[config.mk]
export PLATFORM = sky130hd
export DESIGN_NAME = omni_wheel_command_mixer_top
export DESIGN_NICKNAME = d
export VERILOG_FILES = /design/src/hdl/owcm_pkg.sv /design/src/hdl/omni_wheel_command_mixer_top.sv /design/src/hdl/owcm_state.sv /design/src/hdl/owcm_wheel_sum.sv /design/src/hdl/owcm_duty_scale.sv
export SDC_FILE = /design/constraint.sdc
export NUM_CORES = 2
export LEC_CHECK = 0
export BUFFER_PORTS_ARGS = -buffer_cell sky130_fd_sc_hd__buf_2
export CAP_MARGIN = 25
export CELL_PAD_IN_SITES_DETAIL_PLACEMENT = 1
export CELL_PAD_IN_SITES_GLOBAL_PLACEMENT = 1
export CORE_MARGIN = 1
export CORE_UTILIZATION = 35
export CTS_CLUSTER_SIZE = 30
export DETAILED_ROUTE_END_ITERATION = 7
export PLACE_DENSITY_LB_ADDON = 0.1
export SLEW_MARGIN = 20
export SYNTH_ARGS = -nofsm -noshare
export SYNTH_HDL_FRONTEND = slang
export SYNTH_SLANG_ARGS = --single-unit
[constraint.sdc]
create_clock -name clock -period 9.7 [get_ports clock]
set_input_delay 0.485 -clock clock [delete_from_list [all_inputs] [get_ports clock]]
set_output_delay 0.485 -clock clock [all_outputs]
set_load 0.005 [all_outputs]
[src/hdl/owcm_pkg.sv]
// Shared types, constants and command codes for the omni wheel command mixer.
// No dependencies; imported by every RTL module of the block except owcm_checker.
`default_nettype none

package owcm_pkg;

   localparam int CMD_W      = 8;
   localparam int STEP_W     = 7;
   localparam int SPEED_W    = 10;
   localparam int VEL_W      = 11;
   localparam int DUTY_W     = 9;
   localparam int CSR_ADDR_W = 1;
   localparam int CSR_DATA_W = 10;
   localparam int NUM_WHEELS = 4;

   localparam int SPEED_RESET = 700;
   localparam int STEP_RESET  = 10;
   localparam int LIMIT_RESET = 700;

   // Mixing: n = 707*(+-f +-l) + 1000*t, duty = trunc(249*n / (1000*FULL_SCALE_RPM))
   localparam int FULL_SCALE_RPM = 700;
   localparam int COEF_DIAG      = 707;
   localparam int COEF_UNIT      = 1000;
   localparam int DUTY_MAX       = 249;
   localparam int SCALE_DIV      = COEF_UNIT * FULL_SCALE_RPM;

   // Speed math: speed +- step plus a sign bit
   localparam int SPD_CALC_W = SPEED_W + 2;
   // Diagonal pair sum (+-f +-l)
   localparam int PAIR_W = VEL_W + 1;
   // Mixed wheel sum: |n| <= 707*2046 + 1000*1023 < 2^23
   localparam int MIX_W = 24;
   // Magnitude below the saturation threshold
   localparam int MAG_W = $clog2(SCALE_DIV);

   // Reciprocal for trunc(249*m / SCALE_DIV), exact for every m < SCALE_DIV
   localparam int RECIP_SHIFT = 2 * MAG_W;
   localparam longint unsigned RECIP_VAL =
      (longint'(DUTY_MAX) * (longint'(1) << RECIP_SHIFT) + longint'(SCALE_DIV) - 1)
      / longint'(SCALE_DIV);
   localparam int RECIP_W = $clog2(RECIP_VAL + 1);
   localparam int PROD_W  = MAG_W + RECIP_W;

   typedef enum logic [CMD_W-1:0] {
      CMD_FORWARD  = 8'h46,  // F
      CMD_BACKWARD = 8'h42,  // B
      CMD_LEFT     = 8'h4C,  // L
      CMD_RIGHT    = 8'h52,  // R
      CMD_TURN_POS = 8'h47,  // G
      CMD_TURN_NEG = 8'h49,  // I
      CMD_STOP     = 8'h53,  // S
      CMD_SPEED_UP = 8'h69,  // i
      CMD_SPEED_DN = 8'h64   // d
   } cmd_type;

   typedef enum logic [CSR_ADDR_W-1:0] {
      CSR_SPEED_STEP  = 1'b0,
      CSR_SPEED_LIMIT = 1'b1
   } csr_addr_type;

   typedef struct packed {
      logic signed [VEL_W-1:0] fwd;
      logic signed [VEL_W-1:0] lat;
      logic signed [VEL_W-1:0] turn;
   } vec_type;

   typedef struct packed {
      logic fwd_neg;
      logic lat_neg;
   } mix_sign_type;

   typedef struct packed {
      logic             neg;
      logic             sat;
      logic [MAG_W-1:0] mag;
   } wheel_term_type;

   // Coupling signs of the forward and lateral terms, wheels one to four
   localparam mix_sign_type WHEEL_SIGN [NUM_WHEELS] = '{
      '{fwd_neg: 1'b1, lat_neg: 1'b0},
      '{fwd_neg: 1'b1, lat_neg: 1'b1},
      '{fwd_neg: 1'b0, lat_neg: 1'b1},
      '{fwd_neg: 1'b0, lat_neg: 1'b0}
   };

endpackage

`default_nettype wire

[src/hdl/omni_wheel_command_mixer_top.sv]
// An accepted req transaction passes the vector, wheel-sum and output registers before rsp_valid.
// Throughput: one transaction per cycle; req_stall rises only when every
// stage (vector, wheel sum, output) holds data and rsp_stall is high.
// Reset (synchronous): pipeline emptied, speed 700, vector zero,
// speed_step 10, speed_limit 700.
// Depends on owcm_pkg, owcm_state, owcm_wheel_sum, owcm_duty_scale.
`default_nettype none

module omni_wheel_command_mixer_top (
   input  wire                                  clock,
   input  wire                                  reset,
   // command transactions
   input  wire                                  req_valid,
   output logic                                 req_stall,
   input  wire [owcm_pkg::CMD_W-1:0]            req_command_byte,
   // wheel duty transactions
   output logic                                 rsp_valid,
   input  wire                                  rsp_stall,
   output logic signed [owcm_pkg::DUTY_W-1:0]   rsp_wheel_one_duty,
   output logic signed [owcm_pkg::DUTY_W-1:0]   rsp_wheel_two_duty,
   output logic signed [owcm_pkg::DUTY_W-1:0]   rsp_wheel_three_duty,
   output logic signed [owcm_pkg::DUTY_W-1:0]   rsp_wheel_four_duty,
   // configuration writes
   input  wire                                  csr_wr_en,
   input  wire [owcm_pkg::CSR_ADDR_W-1:0]       csr_addr,
   input  wire [owcm_pkg::CSR_DATA_W-1:0]       csr_wdata
);
   import owcm_pkg::*;

   // Stage valids; each stage moves when the next one is empty or moving.
   logic s1_valid_ff;
   logic s2_valid_ff;
   logic out_valid_ff;
   logic out_ready;
   logic s2_ready;
   logic s1_ready;
   logic req_accept;

   // Stage 1: velocity vector as it stands after this transaction
   vec_type        vec_next;
   vec_type        s1_vec_ff;
   // Stage 2: per-wheel sign / saturation / magnitude
   wheel_term_type term_in  [NUM_WHEELS];
   wheel_term_type s2_term_ff [NUM_WHEELS];
   // Output stage
   logic signed [DUTY_W-1:0] duty_in  [NUM_WHEELS];
   logic signed [DUTY_W-1:0] duty_ff  [NUM_WHEELS];

   assign out_ready  = !out_valid_ff || !rsp_stall;
   assign s2_ready   = !s2_valid_ff || out_ready;
   assign s1_ready   = !s1_valid_ff || s2_ready;
   assign req_stall  = !s1_ready;
   assign req_accept = req_valid && s1_ready;

   // Command decode: state advances at accept time, so the next command sees it
   owcm_state u_state (
      .clock     (clock),
      .reset     (reset),
      .accept    (req_accept),
      .cmd       (req_command_byte),
      .csr_wr_en (csr_wr_en),
      .csr_addr  (csr_addr),
      .csr_wdata (csr_wdata),
      .vec_next  (vec_next)
   );

   always_ff @(posedge clock) begin
      if (reset) begin
         s1_valid_ff  <= 1'b0;
         s2_valid_ff  <= 1'b0;
         out_valid_ff <= 1'b0;
      end else begin
         if (s1_ready) begin
            s1_valid_ff <= req_valid;
         end
         if (s2_ready) begin
            s2_valid_ff <= s1_valid_ff;
         end
         if (out_ready) begin
            out_valid_ff <= s2_valid_ff;
         end
      end
   end

   always_ff @(posedge clock) begin
      if (req_accept) begin
         s1_vec_ff <= vec_next;
      end
   end

   // Four lanes: mixing sum, then reciprocal scaling, a register after each
   for (genvar w = 0; w < NUM_WHEELS; w++) begin : g_wheel
      owcm_wheel_sum u_sum (
         .vec  (s1_vec_ff),
         .sgn  (WHEEL_SIGN[w]),
         .term (term_in[w])
      );

      owcm_duty_scale u_scale (
         .term (s2_term_ff[w]),
         .duty (duty_in[w])
      );

      always_ff @(posedge clock) begin
         if (s1_valid_ff && s2_ready) begin
            s2_term_ff[w] <= term_in[w];
         end
         if (s2_valid_ff && out_ready) begin
            duty_ff[w] <= duty_in[w];
         end
      end
   end

   assign rsp_valid            = out_valid_ff;
   assign rsp_wheel_one_duty   = duty_ff[0];
   assign rsp_wheel_two_duty   = duty_ff[1];
   assign rsp_wheel_three_duty = duty_ff[2];
   assign rsp_wheel_four_duty  = duty_ff[3];

endmodule

`default_nettype wire

[src/hdl/owcm_state.sv]
// Command decode with the speed and velocity-vector state and the CSR registers.
// Depends on owcm_pkg.
`default_nettype none

module owcm_state (
   input  wire                             clock,
   input  wire                             reset,
   input  wire                             accept,
   input  wire [owcm_pkg::CMD_W-1:0]       cmd,
   input  wire                             csr_wr_en,
   input  wire [owcm_pkg::CSR_ADDR_W-1:0]  csr_addr,
   input  wire [owcm_pkg::CSR_DATA_W-1:0]  csr_wdata,
   output owcm_pkg::vec_type               vec_next
);
   import owcm_pkg::*;

   logic [STEP_W-1:0]  step_ff;
   logic [SPEED_W-1:0] limit_ff;
   logic [SPEED_W-1:0] speed_ff;
   logic [SPEED_W-1:0] speed_in;
   vec_type            vec_ff;
   vec_type            vec_in;

   logic signed [SPD_CALC_W-1:0] spd_sum;
   logic signed [SPD_CALC_W-1:0] spd_clamp;
   logic signed [VEL_W-1:0]      spd_pos;
   logic signed [VEL_W-1:0]      spd_neg;

   always_comb begin
      spd_pos = signed'({1'b0, speed_ff});
      spd_neg = -spd_pos;
      vec_in  = vec_ff;
      spd_sum = signed'({2'b00, speed_ff});
      unique case (cmd)
         CMD_FORWARD:  vec_in = '{fwd: spd_pos, lat: '0, turn: '0};
         CMD_BACKWARD: vec_in = '{fwd: spd_neg, lat: '0, turn: '0};
         CMD_LEFT:     vec_in = '{fwd: '0, lat: spd_pos, turn: '0};
         CMD_RIGHT:    vec_in = '{fwd: '0, lat: spd_neg, turn: '0};
         CMD_TURN_POS: vec_in = '{fwd: '0, lat: '0, turn: spd_pos};
         CMD_TURN_NEG: vec_in = '{fwd: '0, lat: '0, turn: spd_neg};
         CMD_STOP:     vec_in = '0;
         CMD_SPEED_UP: spd_sum = signed'({2'b00, speed_ff}) + signed'(SPD_CALC_W'(step_ff));
         CMD_SPEED_DN: spd_sum = signed'({2'b00, speed_ff}) - signed'(SPD_CALC_W'(step_ff));
         default: ;
      endcase
      // clamp applies on every transaction, against the current limit
      if (spd_sum > signed'({2'b00, limit_ff})) begin
         spd_clamp = signed'({2'b00, limit_ff});
      end else if (spd_sum < 0) begin
         spd_clamp = '0;
      end else begin
         spd_clamp = spd_sum;
      end
      speed_in = spd_clamp[SPEED_W-1:0];
   end

   assign vec_next = vec_in;

   always_ff @(posedge clock) begin
      if (reset) begin
         speed_ff <= SPEED_W'(SPEED_RESET);
         vec_ff   <= '0;
      end else if (accept) begin
         speed_ff <= speed_in;
         vec_ff   <= vec_in;
      end
   end

   always_ff @(posedge clock) begin
      if (reset) begin
         step_ff  <= STEP_W'(STEP_RESET);
         limit_ff <= SPEED_W'(LIMIT_RESET);
      end else if (csr_wr_en) begin
         unique case (csr_addr)
            CSR_SPEED_STEP:  step_ff  <= csr_wdata[STEP_W-1:0];
            CSR_SPEED_LIMIT: limit_ff <= csr_wdata[SPEED_W-1:0];
            default: ;
         endcase
      end
   end

endmodule

`default_nettype wire

[src/hdl/owcm_wheel_sum.sv]
// One wheel's mixing sum: sign, saturation flag and magnitude of the scaled velocity.
// Depends on owcm_pkg.
`default_nettype none

module owcm_wheel_sum (
   input  wire owcm_pkg::vec_type      vec,
   input  wire owcm_pkg::mix_sign_type sgn,
   output owcm_pkg::wheel_term_type    term
);
   import owcm_pkg::*;

   logic signed [PAIR_W-1:0] fwd_ext;
   logic signed [PAIR_W-1:0] lat_ext;
   logic signed [PAIR_W-1:0] pair;
   logic signed [MIX_W-1:0]  mix;
   logic        [MIX_W-1:0]  mix_abs;

   always_comb begin
      fwd_ext = PAIR_W'(vec.fwd);
      lat_ext = PAIR_W'(vec.lat);
      pair    = (sgn.fwd_neg ? -fwd_ext : fwd_ext) + (sgn.lat_neg ? -lat_ext : lat_ext);
      mix     = signed'(MIX_W'(pair)) * signed'(MIX_W'(COEF_DIAG))
              + signed'(MIX_W'(vec.turn)) * signed'(MIX_W'(COEF_UNIT));
      mix_abs = mix[MIX_W-1] ? MIX_W'(-mix) : MIX_W'(mix);
      term.neg = mix[MIX_W-1];
      term.sat = (mix_abs >= MIX_W'(SCALE_DIV));
      term.mag = mix_abs[MAG_W-1:0];
   end

endmodule

`default_nettype wire

[src/hdl/owcm_duty_scale.sv]
// Scales one wheel magnitude to a signed PWM compare value with saturation.
// Depends on owcm_pkg.
`default_nettype none

module owcm_duty_scale (
   input  wire owcm_pkg::wheel_term_type       term,
   output logic signed [owcm_pkg::DUTY_W-1:0]  duty
);
   import owcm_pkg::*;

   logic [PROD_W-1:0]   prod;
   logic [DUTY_W-2:0]   quot;
   logic [DUTY_W-2:0]   mag_duty;
   logic signed [DUTY_W-1:0] duty_pos;

   always_comb begin
      // reciprocal multiply, exact truncation below the saturation threshold
      prod     = PROD_W'(term.mag) * PROD_W'(RECIP_VAL);
      quot     = prod[RECIP_SHIFT +: DUTY_W-1];
      mag_duty = term.sat ? (DUTY_W-1)'(DUTY_MAX) : quot;
      duty_pos = signed'({1'b0, mag_duty});
      duty     = term.neg ? -duty_pos : duty_pos;
   end

endmodule

`default_nettype wire

======== Word level (Yosys, flattened, before mapping) ========
Memory sizes are Yosys's and may differ from the RTL's.
Cells that the tools add are included.
storage, ports and cells
  output and inout port bits .............. 38
  word-level logic and storage cells ...... 93
  input bits .............................. 24
  register bits after elaboration ......... 96
  RAM bits ................................ 124
  memories kept ........................... 2
memories
  name        depth  width  read ports  clocked after Yosys merged registers in  wr ports  RTL line                            source
  s2_term_ff  4      22     4           0                                        4         omni_wheel_command_mixer_top.sv:44  wheel_term_type s2_term_ff [NUM_WHEELS];
  duty_ff     4      9      4           0                                        4         omni_wheel_command_mixer_top.sv:47  logic signed [DUTY_W-1:0] duty_ff [NUM_WHEELS];
cells by class
  equal/unequal tests ..................... 9
  multiplexer cells ....................... 20
  $mul .................................... 9
  reductions and logical operators ........ 13
  order comparisons ....................... 6
  bitwise operators ....................... 1
  add/sub/neg operators ................... 21
operators by type and width
  operator                                                                               count
  33-bit one-hot mux with 7 select lines                                                 1
  20-bit by 28-bit multiplier with 47-bit output, second input constant                  4
  24-bit adder                                                                           4
  24-bit by 20-bit greater-or-equal comparator with 1-bit output, second input constant  4
  24-bit two-way mux                                                                     4
  24-bit negator                                                                         4
  12-bit by 11-bit multiplier with 23-bit output, second input constant                  4
  8-bit by 7-bit equality test with 1-bit output, second input constant                  9
  9-bit two-way mux                                                                      4
  8-bit negator with 9-bit output                                                        4
  8-bit two-way mux                                                                      4
  11-bit negator with 12-bit output                                                      2
  12-bit one-hot mux with 2 select lines                                                 1
  10-bit two-way mux                                                                     2
  11-bit by 8-bit multiplier with 19-bit output, second input constant                   1
  11-bit by 11-bit adder with 12-bit output                                              1
  11-bit by 12-bit adder with 12-bit output                                              1
  12-bit by 11-bit adder with 12-bit output                                              1
  12-bit adder                                                                           1
  12-bit by 11-bit greater-than comparator with 1-bit output                             1
  12-bit by 1-bit < comparator with 1-bit output, second input constant                  1
  10-bit by 7-bit adder with 11-bit output                                               1
  10-bit negator with 11-bit output                                                      1
  10-bit by 7-bit subtractor with 11-bit output                                          1
  other kinds (6)                                                                        18

======== Logic depth before layout (Yosys ltp) ========
  depth in word-level cells ............... 7
  mapped depth ............................ 43

======== Cells and area by module ========
A second synthesis with hierarchy kept.
second synthesis, totals
  cells, all modules ...................... 8150
  area, all modules ....................... 76143.0 um^2
modules (own cells, without submodules)
  module                                     area an instance (um^2)  cells an instance  sequential area each (um^2)  instances
  owcm_duty_scale at g_wheel[1].u_scale ...  10053.4                  1042               0.0                          2
  owcm_wheel_sum at g_wheel[1].u_sum ...     6672.6                   800                0.0                          2
  owcm_duty_scale at g_wheel[0].u_scale      9982.1                   1027               0.0                          1
  owcm_duty_scale at g_wheel[3].u_scale      9955.8                   1039               0.0                          1
  owcm_wheel_sum at g_wheel[0].u_sum         6762.7                   825                0.0                          1
  owcm_wheel_sum at g_wheel[3].u_sum         6732.7                   821                0.0                          1
  omni_wheel_command_mixer_top               4843.4                   174                4774.6                       1
  owcm_state                                 4414.2                   580                1201.2                       1

======== Worst setup path before layout ========
No wires, ideal clock.
  kind .................................... register to register
  from .................................... register s1_vec_ff[12] in the netlist's numbering
  to ...................................... memory s2_term_ff[2][20] in the netlist's numbering (data pin)
  arrival time ............................ 8419 ps
  stages on the path, launching flop included .. 41
  clock period less this slack ............ 8686 ps
  required time ........................... 9434 ps
  path slack .............................. 1014 ps
  path through ............................ edfxtp_1 -> inv_1 -> ha_1 -> ha_1 -> a21o_1 -> a21oi_1 -> nor2b_1 -> o21ai_0 -> nand2b_1 -> a21oi_1 -> nor2_1 -> nor2_1 -> o21ai_0 -> o41ai_1 -> xnor2_1 -> inv_1 -> ha_1 -> inv_1 -> [5 not listed] -> o21ai_1 -> o41ai_1 -> o21ai_1 -> o21a_1 -> o21ai_1 -> nand2b_1 -> a21oi_1 -> xnor2_1 -> ha_1 -> and3_1 -> nand4_1 -> a32oi_1 -> clkbuf_1 -> nor2_1 -> a32o_1 -> a221o_1 -> nand4_1 -> nand4b_1
RTL lines
  item                    RTL line                            source
  start, declared         omni_wheel_command_mixer_top.sv:41  vec_type s1_vec_ff;
  start signal, assigned  omni_wheel_command_mixer_top.sv:87  s1_vec_ff <= vec_next;
  end, declared           omni_wheel_command_mixer_top.sv:44

==> results.sh <==
export IMPL_ys_seq_area_share_pct=9.086
export IMPL_cpLargestDelayFamily="adder cells"
export IMPL_synth_main_ff_cell="edfxtp_1"
export IMPL_pre_cts_slack_ns=0.009231
export IMPL_drive_gt1_share_pct=3.367
export IMPL_cts_tree="done"
export IMPL_grt_pass1_wl_microns=298300
export IMPL_synthDistinctLibCells=98
export IMPL_insertion_delay_ns=0.62
export IMPL_die_height_microns=432.2
export IMPL_worst_slack_ns=0.6827
export IMPL_path_buf_inv=4
export IMPL_crit_type="register to register"
export IMPL_nets=9234
export IMPL_cp_slowest_cell="fa_1"
export IMPL_core_area_sq_um=183500
export IMPL_firstDrtPassIters=5
export IMPL_post_place_cells=9313
export IMPL_clock_path_buffers=3
export IMPL_synth_edf_count=154
export IMPL_drv_max_cap_violation_count=0
export IMPL_worstMarginPinSlew_ns=1.002
export IMPL_final_common_cell="inv_1"
export IMPL_clk_pin_slew_ns=0.05
export IMPL_initial_core_util_pct=35.31
export IMPL_status="complete, no violations"
export IMPL_ant_nets=0
export IMPL_clock_skew_ns=0.03900
export IMPL_area_growth_syn_to_layout_pct=7.452
export IMPL_crit_arrival_ns=9.37
export IMPL_relSlewSlack_pct=33.20
export IMPL_slowest_delay_ns=0.49
export IMPL_critPathLaunchType="register"
export IMPL_grt_pass1_vias=50976
export IMPL_num_rows=157
export IMPL_hp_class="input port to register"
export IMPL_grt_usage_pct=20.72
export IMPL_syn_area_per_cell_sq_um=9.512
export IMPL_die_area_sq_um=186800
export IMPL_drc=0
export IMPL_finalSetupViolCount=0
export IMPL_finalHoldViolCount=0
export IMPL_dp_hpwl_microns=169800
export IMPL_setup_tns_ns=0
export IMPL_syn_inst=6810
export IMPL_vias=46105
export IMPL_min_period_ns=9.017
export IMPL_path_max_fanout=12
export IMPL_crit_top_cell="ha_1"
export IMPL_synth_seq_cells=217
export IMPL_first_iter_violations=1821
export IMPL_endpoint_kind="register"
export IMPL_cts_root_buffer="clkbuf_16"
export IMPL_wl_microns=189900
export IMPL_layout_common_cells="inv_1, ha_1, fa_1"
export IMPL_syn_area_sq_um=64780
export IMPL_cts_hold_buf=0
export IMPL_via_per_inst=4.912
export IMPL_gp_congestion=0.8926
export IMPL_avgRoutedWirePerCell_microns=20.23
export IMPL_async_flop_share_pct=0
export IMPL_ys_warn_count=0
export IMPL_critPathRequiredTime_ns=10.05
export IMPL_fmax_mhz=110.9
export IMPL_fin_cells=9386
export IMPL_htree_levels=2
export IMPL_portBuffers=61
export IMPL_ios=62
export IMPL_hold_slack_ns=0.09153
export IMPL_grt_max_degree=77
export IMPL_die_width_microns=432.2
export IMPL_cts_sinks=217
export IMPL_grt_antenna_before_repair=2
export IMPL_synth_nets=9149
export IMPL_slew_viol_final=0
export IMPL_grt_ovfl_total=0
export IMPL_post_route_period_util_pct=92.96
export IMPL_cts_buffers=34
## area by class of cell
cell class              instances  area, sq um
inverters                    1802         6764
clock inverters                19        236.5
multi-input cells            4729        52050
flip-flops and latches        217         5886
clock buffers                  43        904.6
repair buffers                111        684.4
diodes                          1        2.502
fillers                     21064       113900
well taps                    2464         3083
## synth_stat cells (all sizes together), types with 12 or more instances
| cell | count | share of area [%] |
|---|---|---|
| inv | 1801 | 10 |
| ha | 1256 | 24 |
| fa | 1059 | 33 |
| a21oi | 291 | 2.2 |
| nor2 | 276 | 1.6 |
| nand2 | 269 | 1.6 |
| xnor2 | 251 | 3.4 |
| o21ai | 198 | 1.5 |
| edfxtp | 154 | 7.1 |
| xor2 | 116 | 1.6 |
| a21o | 115 | 1.3 |
| nor3 | 105 | 0.81 |
| nand3 | 97 | 0.75 |
| dfxtp | 63 | 1.9 |
| nor2b | 58 | 0.56 |
| clkbuf | 53 | 0.31 |
| nand4 | 44 | 0.42 |
| a211oi | 40 | 0.49 |
| o21bai | 40 | 0.46 |
| nand2b | 39 | 0.38 |
| o21a | 36 | 0.42 |
| a31oi | 33 | 0.32 |
| nor4 | 24 | 0.24 |
| and3 | 21 | 0.20 |
| mux2i | 21 | 0.32 |
| o211ai | 19 | 0.22 |
| or2 | 19 | 0.18 |
| a21boi | 18 | 0.21 |
| a221o | 16 | 0.25 |
| or3 | 14 | 0.14 |
| nor3b | 13 | 0.15 |
| o31ai | 13 | 0.17 |
| a211o | 12 | 0.16 |
| and2 | 12 | 0.12 |
## sequential cells by signal, indices dropped and copies added (netlist names)
signal / cells
s2_term_ff: 85
duty_ff: 36
s1_vec_ff: 33
u_state.vec_ff: 33
u_state.limit_ff: 10
u_state.speed_ff: 10
u_state.step_ff: 7
rsp_valid: 1
s1_valid_ff: 1
s2_valid_ff: 1
## per-stage QoR
stage / utilization (%) / area [sq um]
after floorplan: - / 64780
after global placement: 37.23 / 68310
after detailed placement: 37.24 / 68330
after CTS: 37.87 / 69480
after global routing: 37.94 / 69600
final: 37.94 / 69610
## worst register-to-register path, delay by kind of cell, from the launching register on
family | cells | cell delay [ns]
flops | 1 | 0.43
compound gates | 13 | 2.68
buf+inv | 4 | 0.46
fa+ha+maj | 9 | 3.40
simple gates | 12 | 1.48
xor+xnor | 2 | 0.31
## cell families (layout without fill, tap and decap cells)
group / Yosys count / count (layout) / share of synthesized area [%]
AO/OA/AOI/OAI: 971 / 971 / 9.802
XOR/XNOR: 367 / 367 / 4.962
adder cells (fa/ha/maj): 2315 / 2315 / 56.99
buffers and inverters: 1864 / 1975 / 10.81
flip-flops: 217 / 217 / 9.086
multiplexers: 26 / 26 / 0.4114
other: 0 / 1 / 0
AND/OR/NAND/NOR: 1050 / 1050 / 7.942
## repair_timing
item | in CTS | in global routing
hold endpoints to repair | 0 | 0
setup buffers | 0 | 8
gates resized for setup | 1 | 9
setup endpoints to repair | 1 | 15
pin swaps | 0 | 1
## final timing paths
kind / startpoint / endpoint / slack [ns] / cells after the start
max reg2reg: s1_vec_ff[12]$_DFFE_PP_ / s2_term_ff[2][20]$_DFFE_PP_ / 0.68 / 40
max: s1_vec_ff[12]$_DFFE_PP_ / s2_term_ff[2][20]$_DFFE_PP_ / 0.68 / 40
min reg2reg: u_state.vec_ff[17]$_SDFFE_PP0P_ / u_state.vec_ff[17]$_SDFFE_PP0P_ / 0.46 / 2
min: req_valid / s1_valid_ff$_SDFFE_PP0N_ / 0.09 / 3
## routing by layer
metal	GRT usage (%)	vias up	share of wire [%]
met3	1.952	106	2.6
met5	0	-	0.011
met1	29.16	23435	49
met4	3.476	2	1.6
met2	34.79	407	47
li1	-	22155	-
Power is not shown: default switching activity piles up to over one toggle a cycle in this logic, so the estimate is an artifact.
